$ cat config.mk
export PLATFORM = sky130hd
export DESIGN_NAME = xor_checked_frame_deframer
export DESIGN_NICKNAME = d
export VERILOG_FILES = /design/src/rtl/xcfd_pkg.sv /design/src/rtl/xcfd_fifo.sv /design/src/rtl/xcfd_parse.sv /design/src/rtl/xcfd_drain.sv /design/src/rtl/xor_checked_frame_deframer.sv
export SDC_FILE = /design/constraint.sdc
export NUM_CORES = 1
export LEC_CHECK = 0
export ABC_AREA = 1
export BUFFER_PORTS_ARGS = -buffer_cell sky130_fd_sc_hd__buf_2
export CAP_MARGIN = 25
export CORE_ASPECT_RATIO = 0.75
export CORE_UTILIZATION = 58
export DETAILED_ROUTE_END_ITERATION = 8
export GPL_TIMING_DRIVEN = 1
export PLACE_DENSITY = 0.71
export SETUP_SLACK_MARGIN = 0.05
export SYNTH_ARGS = -nofsm -noshare
export SYNTH_HDL_FRONTEND = slang
export SYNTH_HIERARCHICAL = 1
export SYNTH_SLANG_ARGS = --single-unit
$ cat constraint.sdc
create_clock -name clk -period 4.3 [get_ports clk]
set_clock_uncertainty 0.1 [all_clocks]
set_input_delay 0.86 -clock clk [delete_from_list [all_inputs] [get_ports clk]]
set_output_delay 0.86 -clock clk [all_outputs]
set_load 0.02 [all_outputs]
$ cat src/rtl/xcfd_pkg.sv
package xcfd_pkg;

  localparam int MAX_PAYLOAD_DEF = 64;

  localparam int CFG_AW = 4;
  localparam int CFG_DW = 32;

  localparam logic [1:0] REG_HDR1   = 2'd0;
  localparam logic [1:0] REG_HDR2   = 2'd1;
  localparam logic [1:0] REG_MAXLEN = 2'd2;

  localparam logic [7:0] HDR1_RST   = 8'hAA;
  localparam logic [7:0] HDR2_RST   = 8'h55;
  localparam logic [6:0] MAXLEN_RST = 7'd64;

  // one good frame handed from the parser to the drain side
  typedef struct packed {
    logic [7:0] cmd;
    logic [6:0] len;
    logic       bank;
  } desc_t;

  // payload buffer write port
  typedef struct packed {
    logic       en;
    logic       bank;
    logic [5:0] addr;
    logic [7:0] data;
  } wr_t;

endpackage

$ cat src/rtl/xcfd_fifo.sv
module xcfd_fifo
  import xcfd_pkg::*;
(
  input  logic       clk,
  input  logic       rst,
  input  logic       push,
  input  desc_t      din,
  input  logic       pop,
  output desc_t      dout,
  output logic       empty,
  output logic [1:0] count
);

  localparam int DEPTH = 2;

  desc_t      entries [DEPTH];
  logic       wr_ptr;
  logic       rd_ptr;

  assign dout  = entries[rd_ptr];
  assign empty = (count == 2'd0);

  always_ff @(posedge clk) begin
    if (rst) begin
      wr_ptr <= 1'b0;
      rd_ptr <= 1'b0;
      count  <= 2'd0;
    end else begin
      if (push) begin
        wr_ptr <= ~wr_ptr;
      end
      if (pop) begin
        rd_ptr <= ~rd_ptr;
      end
      unique case ({push, pop})
        2'b10:   count <= count + 2'd1;
        2'b01:   count <= count - 2'd1;
        default: count <= count;
      endcase
    end
  end

  always_ff @(posedge clk) begin
    if (push) begin
      entries[wr_ptr] <= din;
    end
  end

endmodule

$ cat src/rtl/xcfd_parse.sv
module xcfd_parse
  import xcfd_pkg::*;
#(
  parameter int MAX_PAYLOAD = MAX_PAYLOAD_DEF
) (
  input  logic       clk,
  input  logic       rst,
  input  logic [7:0] rx_byte,
  input  logic       in_valid,
  output logic       in_ready,
  input  logic [7:0] hdr1,
  input  logic [7:0] hdr2,
  input  logic [6:0] max_len,
  input  logic       full,
  output logic       push,
  output desc_t      push_desc,
  output wr_t        wr
);

  localparam logic [2:0] PH_IDLE = 3'd0;
  localparam logic [2:0] PH_HDR2 = 3'd1;
  localparam logic [2:0] PH_CMD  = 3'd2;
  localparam logic [2:0] PH_LENH = 3'd3;
  localparam logic [2:0] PH_LENL = 3'd4;
  localparam logic [2:0] PH_DATA = 3'd5;
  localparam logic [2:0] PH_CSUM = 3'd6;

  localparam logic [6:0] MAX_LIM = 7'(MAX_PAYLOAD);

  logic [2:0] phase;
  logic       bank;
  logic [7:0] cmd;
  logic       len_hi_nz;
  logic [6:0] len;
  logic [6:0] pos;
  logic [7:0] xr;

  logic       accept;
  logic [6:0] limit;
  logic [6:0] pos_inc;

  // payload bytes and the final push both need a free buffer bank
  assign in_ready = !(((phase == PH_DATA) || (phase == PH_CSUM)) && full);
  assign accept   = in_valid && in_ready;
  assign limit    = (max_len > MAX_LIM) ? MAX_LIM : max_len;
  assign pos_inc  = pos + 7'd1;

  assign wr.en   = accept && (phase == PH_DATA);
  assign wr.bank = bank;
  assign wr.addr = pos[5:0];
  assign wr.data = rx_byte;

  assign push           = accept && (phase == PH_CSUM) && (rx_byte == xr);
  assign push_desc.cmd  = cmd;
  assign push_desc.len  = len;
  assign push_desc.bank = bank;

  always_ff @(posedge clk) begin
    if (rst) begin
      phase <= PH_IDLE;
      bank  <= 1'b0;
    end else if (accept) begin
      unique case (phase)
        PH_IDLE: begin
          if (rx_byte == hdr1) begin
            phase <= PH_HDR2;
          end
        end
        PH_HDR2: phase <= (rx_byte == hdr2) ? PH_CMD : PH_IDLE;
        PH_CMD:  phase <= PH_LENH;
        PH_LENH: phase <= PH_LENL;
        PH_LENL: begin
          if (!len_hi_nz && (rx_byte == 8'd0)) begin
            phase <= PH_CSUM;
          end else if (len_hi_nz || (rx_byte > {1'b0, limit})) begin
            phase <= PH_IDLE;
          end else begin
            phase <= PH_DATA;
          end
        end
        PH_DATA: begin
          if (pos_inc >= len) begin
            phase <= PH_CSUM;
          end
        end
        PH_CSUM: begin
          phase <= PH_IDLE;
          if (push) begin
            bank <= ~bank;
          end
        end
        default: phase <= PH_IDLE;
      endcase
    end
  end

  always_ff @(posedge clk) begin
    if (accept) begin
      unique case (phase)
        PH_CMD: begin
          cmd <= rx_byte;
          xr  <= rx_byte;
        end
        PH_LENH: begin
          len_hi_nz <= (rx_byte != 8'd0);
          xr        <= xr ^ rx_byte;
        end
        PH_LENL: begin
          len <= rx_byte[6:0];
          pos <= 7'd0;
          xr  <= xr ^ rx_byte;
        end
        PH_DATA: begin
          pos <= pos_inc;
          xr  <= xr ^ rx_byte;
        end
        default: begin
        end
      endcase
    end
  end

endmodule

$ cat src/rtl/xcfd_drain.sv
module xcfd_drain
  import xcfd_pkg::*;
#(
  parameter int MAX_PAYLOAD = MAX_PAYLOAD_DEF
) (
  input  logic       clk,
  input  logic       rst,
  input  wr_t        wr,
  input  desc_t      desc,
  input  logic       desc_empty,
  output logic       pop,
  output logic       busy,
  output logic       out_valid,
  input  logic       out_ready,
  output logic [7:0] frame_command,
  output logic [6:0] frame_length,
  output logic       has_payload,
  output logic [7:0] payload_byte,
  output logic [5:0] payload_index,
  output logic       last_of_frame
);

  localparam int IDX_W     = (MAX_PAYLOAD > 1) ? $clog2(MAX_PAYLOAD) : 1;
  localparam int MEM_DEPTH = 2 ** (IDX_W + 1);

  logic [7:0] mem [MEM_DEPTH];

  desc_t      cur;
  logic [5:0] cnt;
  logic       advance;
  logic       issue_last;

  // read stage
  logic       a_valid;
  logic [7:0] a_cmd;
  logic [6:0] a_len;
  logic       a_has;
  logic [5:0] a_idx;
  logic       a_last;
  logic [7:0] a_data;

  assign advance    = !out_valid || out_ready;
  assign issue_last = (cur.len == 7'd0) || (({1'b0, cnt} + 7'd1) == cur.len);
  assign pop        = !busy && !desc_empty;

  always_ff @(posedge clk) begin
    if (wr.en) begin
      mem[{wr.bank, wr.addr[IDX_W-1:0]}] <= wr.data;
    end
  end

  always_ff @(posedge clk) begin
    if (advance) begin
      a_data <= mem[{cur.bank, cnt[IDX_W-1:0]}];
    end
  end

  always_ff @(posedge clk) begin
    if (rst) begin
      busy      <= 1'b0;
      a_valid   <= 1'b0;
      out_valid <= 1'b0;
    end else begin
      if (pop) begin
        busy <= 1'b1;
      end else if (busy && advance && issue_last) begin
        // bank is free once its last byte has been read
        busy <= 1'b0;
      end
      if (advance) begin
        a_valid   <= busy;
        out_valid <= a_valid;
      end
    end
  end

  always_ff @(posedge clk) begin
    if (pop) begin
      cur <= desc;
      cnt <= 6'd0;
    end else if (busy && advance) begin
      cnt <= cnt + 6'd1;
    end
    if (advance) begin
      a_cmd         <= cur.cmd;
      a_len         <= cur.len;
      a_has         <= (cur.len != 7'd0);
      a_idx         <= cnt;
      a_last        <= issue_last;
      frame_command <= a_cmd;
      frame_length  <= a_len;
      has_payload   <= a_has;
      payload_byte  <= a_has ? a_data : 8'd0;
      payload_index <= a_has ? a_idx : 6'd0;
      last_of_frame <= a_last;
    end
  end

endmodule

$ cat src/rtl/xor_checked_frame_deframer.sv
// Byte-stream frame deframer: sync1, sync2, command, 16-bit big-endian length,
// payload, XOR checksum over command, length and payload. One rx_byte request
// is taken per cycle. A frame with a good checksum yields one result per
// payload byte (or one empty result for a zero-length frame), last one marked;
// the first result is offered after the descriptor FIFO, the drain's current
// frame register, its read stage and its output register; the run then streams
// one result per cycle while out_ready is high. Payload is held in a two-bank
// buffer, so a frame can be received while the previous one drains; payload
// and checksum bytes stall (rx ready low) only while both banks hold frames not
// yet drained. Registers (APB, byte address 4*i): 0 first header, 1 second
// header, 2 max payload length (values above MAX_PAYLOAD act as MAX_PAYLOAD).
module xor_checked_frame_deframer
  import xcfd_pkg::*;
#(
  parameter int MAX_PAYLOAD = MAX_PAYLOAD_DEF
) (
  input  logic              clk,
  input  logic              rst,
  input  logic              psel,
  input  logic              penable,
  input  logic              pwrite,
  input  logic [CFG_AW-1:0] paddr,
  input  logic [CFG_DW-1:0] pwdata,
  output logic [CFG_DW-1:0] prdata,
  output logic              pready,
  input  logic [7:0]        rx_byte,
  input  logic              in_valid,
  output logic              in_ready,
  output logic              out_valid,
  input  logic              out_ready,
  output logic [7:0]        frame_command,
  output logic [6:0]        frame_length,
  output logic              has_payload,
  output logic [7:0]        payload_byte,
  output logic [5:0]        payload_index,
  output logic              last_of_frame
);

  logic [7:0] hdr1;
  logic [7:0] hdr2;
  logic [6:0] max_len;

  logic       cfg_wr;
  logic [1:0] cfg_idx;

  logic       push;
  desc_t      push_desc;
  wr_t        wr;
  desc_t      desc;
  logic       desc_empty;
  logic [1:0] desc_count;
  logic       pop;
  logic       busy;
  logic [1:0] outstanding;
  logic       full;

  assign pready  = 1'b1;
  assign cfg_idx = paddr[3:2];
  assign cfg_wr  = psel && penable && pwrite && pready;

  always_ff @(posedge clk) begin
    if (rst) begin
      hdr1    <= HDR1_RST;
      hdr2    <= HDR2_RST;
      max_len <= MAXLEN_RST;
    end else if (cfg_wr) begin
      unique case (cfg_idx)
        REG_HDR1:   hdr1    <= pwdata[7:0];
        REG_HDR2:   hdr2    <= pwdata[7:0];
        REG_MAXLEN: max_len <= pwdata[6:0];
        default: begin
        end
      endcase
    end
  end

  always_comb begin
    unique case (cfg_idx)
      REG_HDR1:   prdata = {24'd0, hdr1};
      REG_HDR2:   prdata = {24'd0, hdr2};
      REG_MAXLEN: prdata = {25'd0, max_len};
      default:    prdata = '0;
    endcase
  end

  // frames queued plus the one being read out, one buffer bank each
  assign outstanding = desc_count + {1'b0, busy};
  assign full        = (outstanding >= 2'd2);

  xcfd_parse #(
    .MAX_PAYLOAD (MAX_PAYLOAD)
  ) u_parse (
    .clk       (clk),
    .rst       (rst),
    .rx_byte   (rx_byte),
    .in_valid  (in_valid),
    .in_ready  (in_ready),
    .hdr1      (hdr1),
    .hdr2      (hdr2),
    .max_len   (max_len),
    .full      (full),
    .push      (push),
    .push_desc (push_desc),
    .wr        (wr)
  );

  xcfd_fifo u_fifo (
    .clk   (clk),
    .rst   (rst),
    .push  (push),
    .din   (push_desc),
    .pop   (pop),
    .dout  (desc),
    .empty (desc_empty),
    .count (desc_count)
  );

  xcfd_drain #(
    .MAX_PAYLOAD (MAX_PAYLOAD)
  ) u_drain (
    .clk           (clk),
    .rst           (rst),
    .wr            (wr),
    .desc          (desc),
    .desc_empty    (desc_empty),
    .pop           (pop),
    .busy          (busy),
    .out_valid     (out_valid),
    .out_ready     (out_ready),
    .frame_command (frame_command),
    .frame_length  (frame_length),
    .has_payload   (has_payload),
    .payload_byte  (payload_byte),
    .payload_index (payload_index),
    .last_of_frame (last_of_frame)
  );

endmodule

==> results_tabular.tex <==
\begin{tabular}{lr}
\hline
Metric & Value \\
\hline
\multicolumn{2}{l}{\textbf{Run status}} \\
\quad Run status & finished, final reports clean \\
\multicolumn{2}{l}{\textbf{Setup path}} \\
\quad Required time of the worst setup path & 4600 ps \\
\quad Critical path fanouts, max & 92 \\
\quad CP startpoint & u\_drain/cnt[0] \\
\quad Arrival time at the worst endpoint & 3640 ps \\
\quad Reg2Reg Launch Point & u\_drain/cnt[0] \\
\quad CP endpoint kind & flop \\
\quad Worst setup path category & flop to flop \\
\quad Nature of the critical path startpoint & flop \\
\multicolumn{2}{l}{\textbf{Clock network}} \\
\quad Max Root-Sink Buffers & 3 \\
\quad Clock-pin slew reported for the worst setup and hold paths after clock tree synthesis & 60 ps \\
\quad Number of setup buffers added after CTS & 0 \\
\quad TritonCTS Buffers & 108 \\
\quad Cell at the root of the clock tree & sky130\_fd\_sc\_hd\_\_clkbuf\_16 \\
\quad Post-cts sizing count & 0 \\
\quad TritonCTS clock tree & built \\
\quad Clock latency on the worst-skew pair & 680 ps \\
\quad Hold buffers post-CTS & 0 \\
\quad Num Clock Sinks & 1,206 \\
\quad Number of H-tree levels & 3 \\
\multicolumn{2}{l}{\textbf{Synthesis}} \\
\quad Yosys top cell area share & 0.700 \\
\quad Mapped cell area & 50,000 sq um \\
\quad List of most frequent post-synthesis cells & sky130\_fd\_sc\_hd\_\_nand2\_1 (1,380), sky130\_fd\_sc\_hd\_\_edfxtp\_1 (1,165), sky130\_fd\_sc\_hd\_\_nand3\_1 (973), sky130\_fd\_sc\_hd\_\_nor2\_1 (214), sky130\_fd\_sc\_hd\_\_buf\_2 (144) \\
\quad Avg Inst Size Synth & 11.5 sq um \\
\quad Number of different library cells in the post-synthesis netlist & 41 \\
\quad Largest cells by area after synthesis & sky130\_fd\_sc\_hd\_\_edfxtp\_1 (70\%), sky130\_fd\_sc\_hd\_\_nand2\_1 (10\%), sky130\_fd\_sc\_hd\_\_nand3\_1 (9.7\%) \\
\quad Post-Syn Instances & 4,328 \\
\quad Async SR Flop Fraction & 0 \\
\quad Most frequent cell after synthesis & sky130\_fd\_sc\_hd\_\_nand2\_1 \\
\quad Register area share after synthesis & 0.716 \\
\quad Largest area contributor in the netlist & sky130\_fd\_sc\_hd\_\_edfxtp\_1 \\
\quad Top flip-flop cell by instance count after synthesis & sky130\_fd\_sc\_hd\_\_edfxtp\_1 \\
\quad Synth Register Bits & 1,206 \\
\quad Number of synthesized flops with an enable pin & 1,165 \\
\quad Count of synthesis-stage warnings from yosys & 6 \\
\multicolumn{2}{l}{\textbf{STA}} \\
\quad Unrepaired setup endpoints after global routing & no \\
\quad Crit path time final & 3340 ps \\
\quad Final Max Tran Viols & 0 \\
\quad Final hold violations & 0 \\
\quad Final Hold Slack & 318 ps \\
\quad Final setup vio count & 0 \\
\quad FMAX & 0.300 GHz \\
\quad Final period util & 0.776 \\
\quad Tightest Pin Transition & 1060 ps \\
\quad Worst rel slew slack & 0.296 \\
\quad Total negative setup slack & 0 ps \\
\multicolumn{2}{l}{\textbf{Global route}} \\
\quad Sum of overflow across all layers after global routing & 0 \\
\quad Overall routing resource usage & 0.270 \\
\quad Antenna violations before repair & 1 \\
\quad Pin count of the biggest net entering global routing & 180 \\
\quad Vias in the first global route & 30,373 \\
\quad Global-route wire length before repair & 180,000 microns \\
\multicolumn{2}{l}{\textbf{Drt}} \\
\quad Number of detailed-routing iterations run before antenna repair & 8 \\
\quad Count of routing violations after the opening detailed-route iteration & 3,957 \\
\quad Detailed Route WL & 117,000 microns \\
\quad Routed len/inst & 21.2 microns \\
\quad Count of unresolved DRC violations after routing & 0 \\
\quad Total via count in the routed design & 32,154 \\
\quad Antenna violation net count after detailed routing & 0 \\
\quad Via-per-instance ratio & 5.82 \\
\multicolumn{2}{l}{\textbf{Layout}} \\
\quad Share of cells above drive strength 1 & 0.0768 \\
\quad Ant. Diodes & 0 \\
\quad Final instance count without filler cells & 5,529 \\
\quad Core occupancy in the finished layout & 0.643 \\
\quad Final nets & 4,379 \\
\quad Area overhead of the layout relative to synthesis & 9.04\% \\
\multicolumn{2}{l}{\textbf{Worst hold path}} \\
\quad Class of the tightest hold or removal check & flop to flop \\
\quad Min-Delay Startpoint & u\_drain/a\_len[4] \\
\multicolumn{2}{l}{\textbf{Power}} \\
\quad Part of the power in combinational logic & 0.307 \\
\quad Clock Power Share & 0.289 \\
\quad Total net switching power & 12,000 uW \\
\quad Leakage power figure & 0.0198 uW \\
\quad Internal power & 21,800 uW \\
\quad Sw Share & 0.355 \\
\quad Max VDD drop & 454 uV \\
\quad Pwr per Cell Area & 619 nW/um\^{}2 \\
\quad Fraction of power consumed by sequential logic & 0.405 \\
\multicolumn{2}{l}{\textbf{Die}} \\
\quad Standard-cell rows & 92 \\
\quad Starting density of the core & 0.590 \\
\quad IO Count & 117 \\
\quad Core box area & 84,700 sq um \\
\quad Die Outline Area & 87,400 sq um \\
\quad Die extent in x & 341 microns \\
\quad Y dimension of the die & 256 microns \\
\multicolumn{2}{l}{\textbf{Place}} \\
\quad Placed wire-length estimate after detailed placement & 67,700 microns \\
\quad Count of placed standard cells including taps & 5,328 \\
\quad Final estimated routing congestion in global placement & 0.883 \\
\quad Count of input and output buffers & 65 \\
\multicolumn{2}{l}{\textbf{Run}} \\
\quad \# Max-Cap Violations & 0 \\
\hline
\end{tabular}
## through the flow
stage / total power, uW / instance area (sq um) / worst slack [ps]
floorplan: 21000 / 50100 / 1190
global placement: 23900 / 50900 / 1080
detailed placement: 24000 / 50900 / 999
CTS: 33700 / 54500 / 1120
global route: 35300 / 54500 / 888
finish: 33800 / 54500 / 964
## metal layers
layer	GRT usage	vias up	part of all wire
met5	0	-	0
met4	0.0693	0	0.022
met3	0.0523	202	0.096
met2	0.409	1402	0.45
met1	0.405	15591	0.43
li1	-	14959	-
## critical path, cell delays in order, from the launching register on
cell,delay [ps]
sky130_fd_sc_hd__dfxtp_4,770
sky130_fd_sc_hd__inv_8,370
sky130_fd_sc_hd__buf_12,330
sky130_fd_sc_hd__nand2_1,100
sky130_fd_sc_hd__nand3_1,90
sky130_fd_sc_hd__nand3_1,200
sky130_fd_sc_hd__nand3_1,200
sky130_fd_sc_hd__nand2_1,200
sky130_fd_sc_hd__nand2_1,70
sky130_fd_sc_hd__nand3_1,170
sky130_fd_sc_hd__nand2_1,70
sky130_fd_sc_hd__nand2_1,150
sky130_fd_sc_hd__nand2_1,110
## layout by cell type, fill, tap and decap left out, types with 3 or more instances in the layout
master,Yosys,layout
sky130_fd_sc_hd__nand3_2,3,3
sky130_fd_sc_hd__a21oi_1,15,15
sky130_fd_sc_hd__clkbuf_1,28,22
sky130_fd_sc_hd__dfxtp_4,0,3
sky130_fd_sc_hd__clkbuf_16,0,111
sky130_fd_sc_hd__xnor2_1,17,17
sky130_fd_sc_hd__nand3b_1,3,3
sky130_fd_sc_hd__nand4_1,7,7
sky130_fd_sc_hd__buf_4,85,60
sky130_fd_sc_hd__mux2_2,6,6
sky130_fd_sc_hd__clkinvlp_4,0,5
sky130_fd_sc_hd__o21ai_0,19,19
sky130_fd_sc_hd__inv_1,110,107
sky130_fd_sc_hd__edfxtp_1,1165,1165
sky130_fd_sc_hd__dfxtp_1,41,37
sky130_fd_sc_hd__nor2_4,5,5
sky130_fd_sc_hd__nor2_1,214,213
sky130_fd_sc_hd__clkbuf_8,0,3
sky130_fd_sc_hd__ha_1,17,17
sky130_fd_sc_hd__nor2_2,4,5
sky130_fd_sc_hd__buf_12,1,15
sky130_fd_sc_hd__clkinv_2,0,19
sky130_fd_sc_hd__buf_2,144,58
sky130_fd_sc_hd__mux2_4,10,10
sky130_fd_sc_hd__clkinv_1,2,27
sky130_fd_sc_hd__xor2_1,13,13
sky130_fd_sc_hd__bufinv_16,0,14
sky130_fd_sc_hd__inv_2,6,5
sky130_fd_sc_hd__nand2_1,1380,1380
sky130_fd_sc_hd__conb_1,2,25
sky130_fd_sc_hd__nor3_1,17,17
sky130_fd_sc_hd__nand3_1,973,973
## sequential cells by signal, summed over array words and instances, names as in the netlist, 7 cells and up, named ones only
name / count
u_fifo/entries: 32
u_drain/cur: 16
u_parse/xr: 8
u_parse/pos: 7
u_parse/len: 7
u_parse/cmd: 8
hdr2: 8
u_drain/payload_byte: 8
u_drain/a_data: 8
u_drain/a_len: 7
u_drain/mem: 1024
u_drain/frame_length: 7
u_drain/frame_command: 8
u_drain/a_cmd: 8
hdr1: 8
max_len: 7
## final timing paths
| check | end | cells past startpoint | slack (ps) |
|---|---|---|---|
| hold reg to reg | u_drain/frame_length[4] | 0 | 320 |
| hold / removal | u_drain/frame_length[4] | 0 | 320 |
| setup / recovery | u_drain/a_data[2] | 12 | 960 |
| setup reg to reg | u_drain/a_data[2] | 12 | 960 |
## power groups by stage
stage / clock network, uW / registers [uW] / logic (uW)
after global routing: 10300 / 13700 / 11300
after floorplan: 0 / 13800 / 7150
after detailed placement: 0 / 13900 / 10100
final: 9740 / 13700 / 10400
after CTS: 9870 / 13700 / 10200
after global placement: 0 / 13900 / 9980
## kinds of logic (layout without fill, tap and decap cells)
| logic type | count (synthesis) | after routing | share of synthesized area |
|---|---|---|---|
| AOI/OAI and AO/OA | 40 | 40 | 0.00443 |
| xor gates and xnor gates | 30 | 30 | 0.00526 |
| adders and majority gates | 17 | 17 | 0.00426 |
| buffers and inverters | 403 | 453 | 0.0416 |
| DFF | 1206 | 1206 | 0.716 |
| muxes | 16 | 16 | 0.00436 |
| other | 2 | 25 | 0.000150 |
| and+or+nand+nor | 2614 | 2614 | 0.224 |
## layout make-up
class | instances | area, sq um
clock buffer | 136 | 2900
clock inverter | 64 | 659
fill | 6267 | 30200
inverter | 118 | 462
multi-input combinational | 2742 | 12200
sequential | 1206 | 35800
tap | 1128 | 1410
timing repair buffer | 135 | 1060
(Power assumes the default switching activity.)
